### src/hw/rtl/dpp_pkg.sv
// Drop particle pool: shared types, register indexes and reset values.
// No dependencies; imported by dpp_euler and drop_particle_pool_step.
package dpp_pkg;

    localparam int CntW       = 7;
    localparam int RateW      = 24;
    localparam int AlphaCfgW  = 17;
    localparam int DtW        = 16;
    localparam int CfgIdxW    = 3;
    localparam int CfgDataW   = 24;
    localparam int PoolDepthDef = 64;

    localparam logic [RateW-1:0]     GravityRst    = 24'd1310720;
    localparam logic [RateW-1:0]     FadeRst       = 24'd32768;
    localparam logic [RateW-1:0]     GrowRst       = 24'd2621440;
    localparam logic [RateW-1:0]     TargetRst     = 24'd655360;
    localparam logic [AlphaCfgW-1:0] StartAlphaRst = 17'd49152;
    localparam logic [CntW-1:0]      CapacityRst   = 7'd64;

    typedef enum logic [CfgIdxW-1:0] {
        CFG_GRAVITY     = 3'd0,
        CFG_FADE_RATE   = 3'd1,
        CFG_GROW_RATE   = 3'd2,
        CFG_TARGET_SIZE = 3'd3,
        CFG_START_ALPHA = 3'd4,
        CFG_CAPACITY    = 3'd5
    } t_cfg_idx;

    typedef enum logic {
        OP_SPAWN = 1'b0,
        OP_TICK  = 1'b1
    } t_opcode;

    typedef enum logic [2:0] {
        S_IDLE,
        S_SPAWN_MUL,
        S_SPAWN_WR,
        S_TICK_RATE,
        S_TICK_SCAN,
        S_TICK_EMIT,
        S_TICK_EMPTY
    } t_state;

    typedef struct packed {
        logic [31:0] pos_x;
        logic [31:0] pos_y;
        logic [31:0] pos_z;
        logic [31:0] vel_x;
        logic [31:0] vel_y;
        logic [31:0] vel_z;
        logic [31:0] size;
        logic [31:0] alpha;
    } t_particle;

endpackage

### src/hw/rtl/dpp_euler.sv
// One explicit Euler step of a single particle, with the survival test.
// Depends on dpp_pkg for t_particle and field widths.
module dpp_euler (
    input  dpp_pkg::t_particle              i_part,
    input  logic [dpp_pkg::RateW-1:0]       i_gdt,
    input  logic [dpp_pkg::RateW-1:0]       i_fdt,
    input  logic [dpp_pkg::RateW-1:0]       i_sdt,
    input  logic [dpp_pkg::RateW-1:0]       i_target,
    output dpp_pkg::t_particle              o_part,
    output logic                            o_alive
);
    import dpp_pkg::*;

    logic [31:0] w_vel_y;
    logic [31:0] w_alpha;

    assign w_vel_y = i_part.vel_y + {8'd0, i_gdt};
    // fade only while alpha is still positive
    assign w_alpha = ($signed(i_part.alpha) > 32'sd0) ? i_part.alpha - {8'd0, i_fdt}
                                                      : i_part.alpha;

    always_comb begin
        o_part       = i_part;
        o_part.vel_y = w_vel_y;
        o_part.pos_x = i_part.pos_x + i_part.vel_x;
        o_part.pos_y = i_part.pos_y + w_vel_y;
        o_part.pos_z = i_part.pos_z + i_part.vel_z;
        o_part.alpha = w_alpha;
        if ($signed(i_part.size) < $signed({8'd0, i_target})) begin
            o_part.size = i_part.size + {8'd0, i_sdt};
        end
    end

    assign o_alive = $signed(w_alpha) > 32'sd0;

endmodule

### config.mk
export PLATFORM = sky130hd
export DESIGN_NAME = dpp_euler
export DESIGN_NICKNAME = d
export VERILOG_FILES = /design/src/hw/rtl/dpp_pkg.sv /design/src/hw/rtl/dpp_euler.sv
export SDC_FILE = /design/constraint.sdc
export NUM_CORES = 1
export LEC_CHECK = 0
export BUFFER_PORTS_ARGS = -buffer_cell sky130_fd_sc_hd__buf_4
export CAP_MARGIN = 20
export CORE_AREA = 2 2 235 237
export DETAILED_ROUTE_END_ITERATION = 6
export DIE_AREA = 0 0 237 239
export SLEW_MARGIN = 10
export SYNTH_ARGS = -nofsm -noshare
export SYNTH_HDL_FRONTEND = slang
export SYNTH_SLANG_ARGS = --single-unit
### constraint.sdc
create_clock -name vclk -period 20.8
set_clock_uncertainty 0.1 [all_clocks]
set_input_delay 4.16 -clock vclk [all_inputs]
set_output_delay 4.16 -clock vclk [all_outputs]
set_load 0.02 [all_outputs]
==> results.cfg, run 1 <==
[route]
wl_um = 49400
wl_per_cell_um = 18.2
dr.pass1.iters = 6
viasPerCell = 4.73
vias = 12900
drtIter0Drc = 596
drc = 0
ant_nets = 0

[global_route]
antenna_found_initial = 0
grt_max_degree = 31
grt_remaining_overflow = 0
first_global_vias = 12200
grt_pass1_wl_um = 71700
grtUsageTotal = 0.161

[timing]
relSlewSlack = 0.387
fmax_mhz = 73.4
worstMarginPinSlew_ns = 0.915
finalHoldViolCount = 0
setup_tns_ns = 0
fin_crit_ns = 13.62
min_period_over_period = 0.655
rsz0062_at_grt = false
report.final.slew_viol_count = 0
setup_viol = 0

[synthesis]
synth_nets = 2038
ys_seq_area_frac = 0
synth_top_family_by_area = compound AO/OA/AOI/OAI gates
syn_avg_cell_area_um2 = 6.99
synth_fa_ha_area_frac = 0.240
yosysWarnings = 0
synth_xor_area_frac = 0.131
synth_cell_type_count = 77
synthCells = 1490
netlist_area_um2 = 10400
synth-compound-area-share = 0.322
muxShareOfSynthArea = 0.0147
yosys.area_share.simple = 0.201

[cells_and_area]
final_util = 0.282
syn2layout_area_growth_pct = 47.2
numSequentialCells = 0
fin_cells = 2720
clock_buffers = 0
nets = 2566
register_area_um2 = 0
layout-drive-gt1-share = 0.320
n_antenna_cell = 0

[floorplanning]
io_pins = 609
die_x_um = 237
dieHeight_um = 239
rows = 86
start_util = 0.192
core_um2 = 54300
die-area_um2 = 56600

[power]
ir_drop_mv = 0.0209
seq_power_share = 0
p_sw_frac = 0.580
p_leak_nw = 7.70
p_int_uw = 315
combPwrFrac = 1.000
power.switching_uw = 435
clkPwrFrac = 0
power_density_nw_per_um2 = 49.0

[setup_path]
start_kind = primary input
worst_ep_arrival_time_ns = 9.36
path_class = primary input to output port
crit_path_end_kind = output port
cp.required_ns = 16.54
worstPathMaxFanout = 4

[worst_hold_path]
hold_end = o_part[147]
hold_path_depth = 2
worstHoldPathType = primary input to output port
min_from = i_part[147]

[placed_design]
gp_congestion = 0.966
portBuffers = 609
placed_cells = 2720
hpwl_um = 44500

[clock_tree]
ctsHoldBuffers = 0
postCtsSetupBuffers = 0
cts.repair.resized = 0

[outcome]
outcome = finished, final reports clean

[run]
cap_viol_max_count = 0
synth_stat cells (5+ instances only):
cell type  instances  area [um2]
o21bai_1          23         173
o21a_1            26         195
a21o_1            68         510
xnor2_1          103         902
o211ai_1          13        97.6
o31ai_1            5        37.5
a31oi_1           24         150
nor2_1           102         383
nand3_1           41         205
xor2_1            53         464
nand2b_1          18         113
buf_4             64         480
a211oi_1          26         195
clkbuf_1          17        63.8
mux2_2            10         113
nor4_1            13        81.3
a21oi_1          150         751
nand4_1           15        93.8
or2_2              8        50.1
a211o_1            7        61.3
or3_1             13        81.3
o2111ai_1          5        43.8
and2_1             7        43.8
o21ai_0           64         320
nor2b_1           26         163
ha_1             190        2380
nand2_1          104         390
inv_1            102         383
nor3_1            36         180
o22ai_1            5        31.3
fa_1               6         120
and3_1            27         169
o21ai_1           26         130
a41o_1             5        50.1
o31a_1             5        43.8
layout make-up:
type	count	area, um2
multi-input combinational	1302	9470
fill	6078	39000
timing repair buffer	611	4590
inverter	103	387
tap	704	881
worst max-delay path by stage:
stage	from	end	slack, ns	cells after the start
finish	i_part[96]	o_part[223]	7.18	22
global route	i_part[96]	o_part[222]	6.75	22
CTS	i_part[96]	o_part[223]	7.09	22
detailed placement	i_part[96]	o_part[223]	7.17	22
global placement	i_part[96]	o_part[222]	7.21	22
floorplan	i_part[96]	o_part[222]	7.92	20
power groups by stage:
stage / logic, mW / registers [mW] / clock network, mW
global placement: 0.755 / 0 / 0
CTS: 0.757 / 0 / 0
floorplan: 0.438 / 0 / 0
detailed placement: 0.754 / 0 / 0
finish: 0.750 / 0 / 0
global route: 0.810 / 0 / 0
metrics by stage:
stage	power (mW)	area (um2)	setup slack [ns]	hold WS, ns
floorplan	0.438	10400	7.92	8.33
global placement	0.755	15300	7.21	8.43
detailed placement	0.754	15300	7.17	8.43
CTS	0.757	15300	7.09	8.43
global route	0.810	15300	6.75	8.43
finish	0.750	15300	7.18	8.43
metal layers:
layer,vias up,GRT usage,routed length (um),part of all wire
met5,-,0,0,0
met4,0,0.0535,1910,0.039
met3,48,0.0320,3360,0.068
met2,429,0.299,24600,0.50
met1,5891,0.182,19500,0.40
li1,6503,-,-,-
critical path, stage by stage:
cell      delay [ns]
buf_4           0.08
ha_1            0.19
fa_1            0.24
a21o_1          0.13
a21oi_1         0.11
o21ai_1         0.18
a21oi_1         0.13
o31ai_1         0.45
a221o_1         0.29
nand4_1         0.15
a31oi_1         0.69
nand3_1         0.18
xnor2_1         0.19
ha_1            0.36
nand2_1         0.12
nor2_1          0.28
nand2_1         0.11
o311ai_1        0.55
nor2_1          0.10
a211oi_1        0.32
xor2_1          0.18
buf_4           0.16
cells in the final DEF (no fill, tap or decap), types with 8 or more instances in the layout:
| master | synthesis | layout |
|---|---|---|
| a211oi_1 | 26 | 26 |
| a21o_1 | 68 | 68 |
| a21oi_1 | 150 | 150 |
| a31oi_1 | 24 | 24 |
| and3_1 | 27 | 27 |
| buf_4 | 64 | 611 |
| ha_1 | 190 | 190 |
| inv_1 | 102 | 102 |
| mux2_2 | 10 | 10 |
| nand2_1 | 104 | 104 |
| nand2b_1 | 18 | 18 |
| nand3_1 | 41 | 41 |
| nand4_1 | 15 | 15 |
| nor2_1 | 102 | 102 |
| nor2b_1 | 26 | 26 |
| nor3_1 | 36 | 36 |
| nor4_1 | 13 | 13 |
| o211ai_1 | 13 | 13 |
| o21a_1 | 26 | 26 |
| o21ai_0 | 64 | 64 |
| o21ai_1 | 26 | 25 |
| o21bai_1 | 23 | 23 |
| or2_2 | 8 | 8 |
| or3_1 | 13 | 13 |
| xnor2_1 | 103 | 103 |
| xor2_1 | 53 | 53 |
kinds of logic after synthesis:
logic type      count (synthesis)
xor+xnor                      156
compound gates                510
mux                            14
buf+inv                       188
simple gates                  426
fa+ha+maj                     196
Power figures use the tool's default switching activity.
==> inputs of run 2 (changes only) <==
Settings changed: ABC_AREA from default to 1, CORE_AREA 2 2 235 237 to 2 2 234 236, DIE_AREA 0 0 237 239 to 0 0 236 238.
Clock period 20.8 ns to 11.3 ns, I/O delays scaled along.
==> results.cfg, run 2 <==
[cells_and_area]
nets = 3281
fin_cells = 3428
layout-drive-gt1-share = 0.231
clock_buffers = 0
register_area_um2 = 0
numSequentialCells = 0
layout_commonest_cell = buf_4
syn2layout_area_growth_pct = 40.2
mostFrequentLayoutCells = buf_4, nand2_1, inv_1
multi_input_area_um2 = 10400
fill_cells = 6093

[route]
wl_um = 58100
vias = 16300
wl_per_cell_um = 17.0
drc = 0
drtIter0Drc = 1188
dr.pass1.iters = 6
ant_nets = 0
viasPerCell = 4.75

[setup_path]
cp.required_ns = 8.94
path_cells = buf_4 > ha_1 > fa_1 > nand3_1 > nand2_1 > a21boi_1 > o21bai_1 > a21boi_1 > o21ai_1 > nand2_1 > nand2_1 > xor2_1 > ha_1 > nand2_1 > inv_1 > a21oi_1 > o21ai_0 > a221oi_1 > o21ai_0 > xor2_1 > buf_4
critPathSlowestCell = fa_1
crit_path_end_kind = output port
cp_top_family = compound AO/OA/AOI/OAI gates
path_class = primary input to output port
max_stage_delay_ns = 0.45
worstPathMaxFanout = 4
start_kind = primary input
cpMostUsedCell = nand2_1
path_buf_inv = 3
worst_ep_arrival_time_ns = 6.17

[placed_design]
portBuffers = 609
hpwl_um = 52900
gp_congestion = 0.985
placed_cells = 3427

[clock_tree]
cts.repair.resized = 0
ctsHoldBuffers = 0
postCtsSetupBuffers = 0

[synthesis]
syn_avg_cell_area_um2 = 5.56
synthCells = 2196
yosysTopAreaCellShare = 0.195
synth_top_cell_by_area = ha_1
synth_most_common_cell = nand2_1
ys_seq_area_frac = 0
synthTopCellsByCount = nand2_1, inv_1, nor2_1, ha_1, a21oi_1
synth_nets = 2744
yosysWarnings = 0
synth_cell_type_count = 53
netlist_area_um2 = 12200
synthTopCellsByArea = ha_1, nand2_1, inv_1

[power]
power.switching_uw = 901
seq_power_share = 0
p_int_uw = 567
ir_drop_mv = 0.0451
combPwrFrac = 1.000
p_leak_nw = 9.47
clkPwrFrac = 0
power_density_nw_per_um2 = 85.8
p_sw_frac = 0.614

[global_route]
grtUsageTotal = 0.194
grt_max_degree = 36
first_global_vias = 15300
grt_pass1_wl_um = 87300
grt_remaining_overflow = 0
antenna_found_initial = 2

[floorplanning]
rows = 85
start_util = 0.228
core_um2 = 53500
die_x_um = 236
die-area_um2 = 56200
io_pins = 609
dieHeight_um = 238

[timing]
rsz0062_at_grt = false
relSlewSlack = 0.542
report.final.slew_viol_count = 0
min_period_over_period = 0.755
worstMarginPinSlew_ns = 0.684
fmax_mhz = 117
setup_viol = 0
fin_crit_ns = 8.53
setup_tns_ns = 0
finalHoldViolCount = 0

[run]
cap_viol_max_count = 0

[worst_hold_path]
hold_path_depth = 2
worstHoldPathType = primary input to output port
hold_end = o_part[147]
min_from = i_part[147]

[outcome]
outcome = finished, final reports clean
run 2: how the worst max path moves through the flow:
stage               start           to  slack (ns)  cells after the start
5_1_grt        i_part[96]  o_part[222]        2.31                     21
4_1_cts        i_part[96]  o_part[221]        2.81                     23
3_5_place_dp   i_part[96]  o_part[221]        2.80                     23
2_1_floorplan  i_part[96]  o_part[222]        3.17                     19
3_3_place_gp   i_part[96]  o_part[221]        2.83                     23
6_report       i_part[96]  o_part[222]        2.77                     21
run 2: final cells by class:
class / instances / share of cell area
tap: 696 / 0.0509
multi-input combinational: 1784 / 0.607
inverter: 335 / 0.0735
antenna: 1 / 0.000146
timing repair buffer: 612 / 0.268
run 2: through the flow:
| step | total power [mW] | hold slack [ns] | cell area, um2 | setup WS (ns) | utilization |
|---|---|---|---|---|---|
| 3_3_place_gp | 1.46 | 4.63 | 17100 | 2.83 | 0.320 |
| 2_1_floorplan | 0.850 | 4.53 | 12200 | 3.17 | - |
| 6_report | 1.47 | 4.63 | 17100 | 2.77 | 0.320 |
| 3_5_place_dp | 1.46 | 4.63 | 17100 | 2.80 | 0.320 |
| 5_1_grt | 1.58 | 4.64 | 17100 | 2.31 | 0.320 |
| 4_1_cts | 1.46 | 4.63 | 17100 | 2.81 | 0.320 |
run 2: power by group through the flow:
stage          combinational, mW  sequential [mW]    clock (mW)
2_1_floorplan              0.850                0             0
3_3_place_gp                1.46                0             0
3_5_place_dp                1.46                0             0
4_1_cts                     1.46                0             0
5_1_grt                     1.58                0  0.0000000119
6_report                    1.47                0  0.0000000120
run 2: cells by family after synthesis:
group | synth area share
and+or+nand+nor | 0.356
adders and majority gates | 0.205
AOI/OAI and AO/OA | 0.184
buffers and inverters | 0.149
xor gates and xnor gates | 0.107
run 2: metal layers:
layer	part of all wire	vias up	track usage	wire length (um)
li1	-	8215	-	-
met1	0.44	7324	0.252	25300
met2	0.47	697	0.343	27400
met3	0.074	56	0.0288	4270
met4	0.018	2	0.0309	1070
met5	0.00022	-	0	13
==> inputs of run 3 (changes only) <==
Clock period 11.3 ns to 7.8 ns, I/O delays scaled along.
==> results.cfg, run 3 (synthesis results as in run 2) <==
[floorplanning]
start_util = 0.228
dieHeight_um = 238
io_pins = 609
die-area_um2 = 56200
rows = 85
die_x_um = 236
core_um2 = 53500

[timing]
worstMarginPinSlew_ns = 0.971
fin_crit_ns = 7.11
relSlewSlack = 0.352
setup_viol = 0
report.final.slew_viol_count = 0
min_period_over_period = 0.912
fmax_mhz = 141
setup_tns_ns = 0
rsz0062_at_grt = false
finalHoldViolCount = 0

[global_route]
grtUsageTotal = 0.193
grt_remaining_overflow = 0
grt_pass1_wl_um = 86800
grt_max_degree = 36
antenna_found_initial = 1
met3_usage = 0.0274
grt_use_met1 = 0.251
top_usage_layer = met2
grtUsageMet2 = 0.343
first_global_vias = 15200

[route]
drc = 0
viasPerCell = 4.70
wl_per_cell_um = 16.9
dr.pass1.iters = 5
vias = 16100
drtIter0Drc = 849
wl_um = 58100
ant_nets = 0

[placed_design]
hpwl_um = 52900
placed_area_um2 = 17100
gp_congestion = 0.973
placed_cells = 3430
portBuffers = 609

[setup_path]
worstPathMaxFanout = 5
worst_ep_arrival_time_ns = 5.45
start_kind = primary input
path_class = primary input to output port
crit_end = o_part[221]
cp.required_ns = 6.14
critical_path.startpoint = i_part[96]
crit_path_end_kind = output port

[clock_tree]
ctsHoldBuffers = 0
cts.repair.resized = 0
postCtsSetupBuffers = 0

[cells_and_area]
fill_cells = 6121
design_area_um2 = 17100
mostFrequentLayoutCells = buf_4, nand2_1, inv_1
n_antenna_cell = 0
numSequentialCells = 0
layout-drive-gt1-share = 0.232
layout_commonest_cell = buf_4
syn2layout_area_growth_pct = 40.4
final_util = 0.320
register_area_um2 = 0
fin_cells = 3430
clock_buffers = 0
nets = 3284

[power]
p_leak_nw = 9.48
ir_drop_mv = 0.0669
total_power_mw = 2.13
power_density_nw_per_um2 = 125

[run]
cap_viol_max_count = 0

[outcome]
outcome = finished, final reports clean

[worst_hold_path]
worstHoldPathType = primary input to output port
run 3: cell types whose count changed in the layout (fill, tap and decap cells not counted):
cell / change
buf_4: +3
diode_2: -1
run 3: worst max-delay path, cell delays in order:
cell       delay (ns)
buf_4            0.11
ha_1             0.22
fa_1             0.44
nand3_1          0.11
nand2_1          0.08
a21boi_1         0.21
o21bai_1         0.12
a21boi_1         0.29
o21ai_1          0.13
nand2_1          0.09
o21ai_1          0.07
xor2_1           0.17
ha_1             0.40
nand2_1          0.13
nor2_1           0.15
inv_1            0.05
nor2_1           0.13
inv_1            0.05
o2111ai_1        0.32
nand2_1          0.09
nand2_1          0.09
xor2_1           0.23
buf_4            0.20
run 3: report_power, final:
group,internal (mW),switching [mW]
clock,0,0
combinational,0.824,1.31
sequential,0,0
total,0.824,1.31
run 3: routing by layer:
| layer | wire [um] | share of wire | vias to the layer above |
|---|---|---|---|
| met1 | 25700 | 0.44 | 7258 |
| met3 | 3860 | 0.066 | 45 |
| met2 | 27500 | 0.47 | 604 |
| met5 | 16 | 0.00028 | - |
| li1 | - | - | 8211 |
| met4 | 965 | 0.017 | 2 |
run 3: area by class of cell:
cell class / count / area, um2 / share of cell area
Timing Repair Buffer: 615 / 4620 / 0.269
Tap cell: 696 / 871 / 0.0508
Inverter: 335 / 1260 / 0.0734
Multi-Input combinational cell: 1784 / 10400 / 0.606
run 3: worst min path at each step:
| stage | start | to | slack [ns] | depth (start not counted) |
|---|---|---|---|---|
| finish | i_part[147] | o_part[147] | 3.23 | 2 |
| CTS | i_part[147] | o_part[147] | 3.23 | 2 |
| floorplan | i_part[128] | o_part[128] | 3.13 | 1 |
| global placement | i_part[147] | o_part[147] | 3.23 | 2 |
| detailed placement | i_part[147] | o_part[147] | 3.23 | 2 |
| global route | i_part[147] | o_part[147] | 3.23 | 2 |
run 3: stage by stage:
step / hold slack, ns / setup slack [ns]
after global routing: 3.23 / 0.219
after global placement: 3.23 / 0.623
after CTS: 3.23 / 0.614
after floorplan: 3.13 / 1.07
final: 3.23 / 0.690
after detailed placement: 3.23 / 0.629
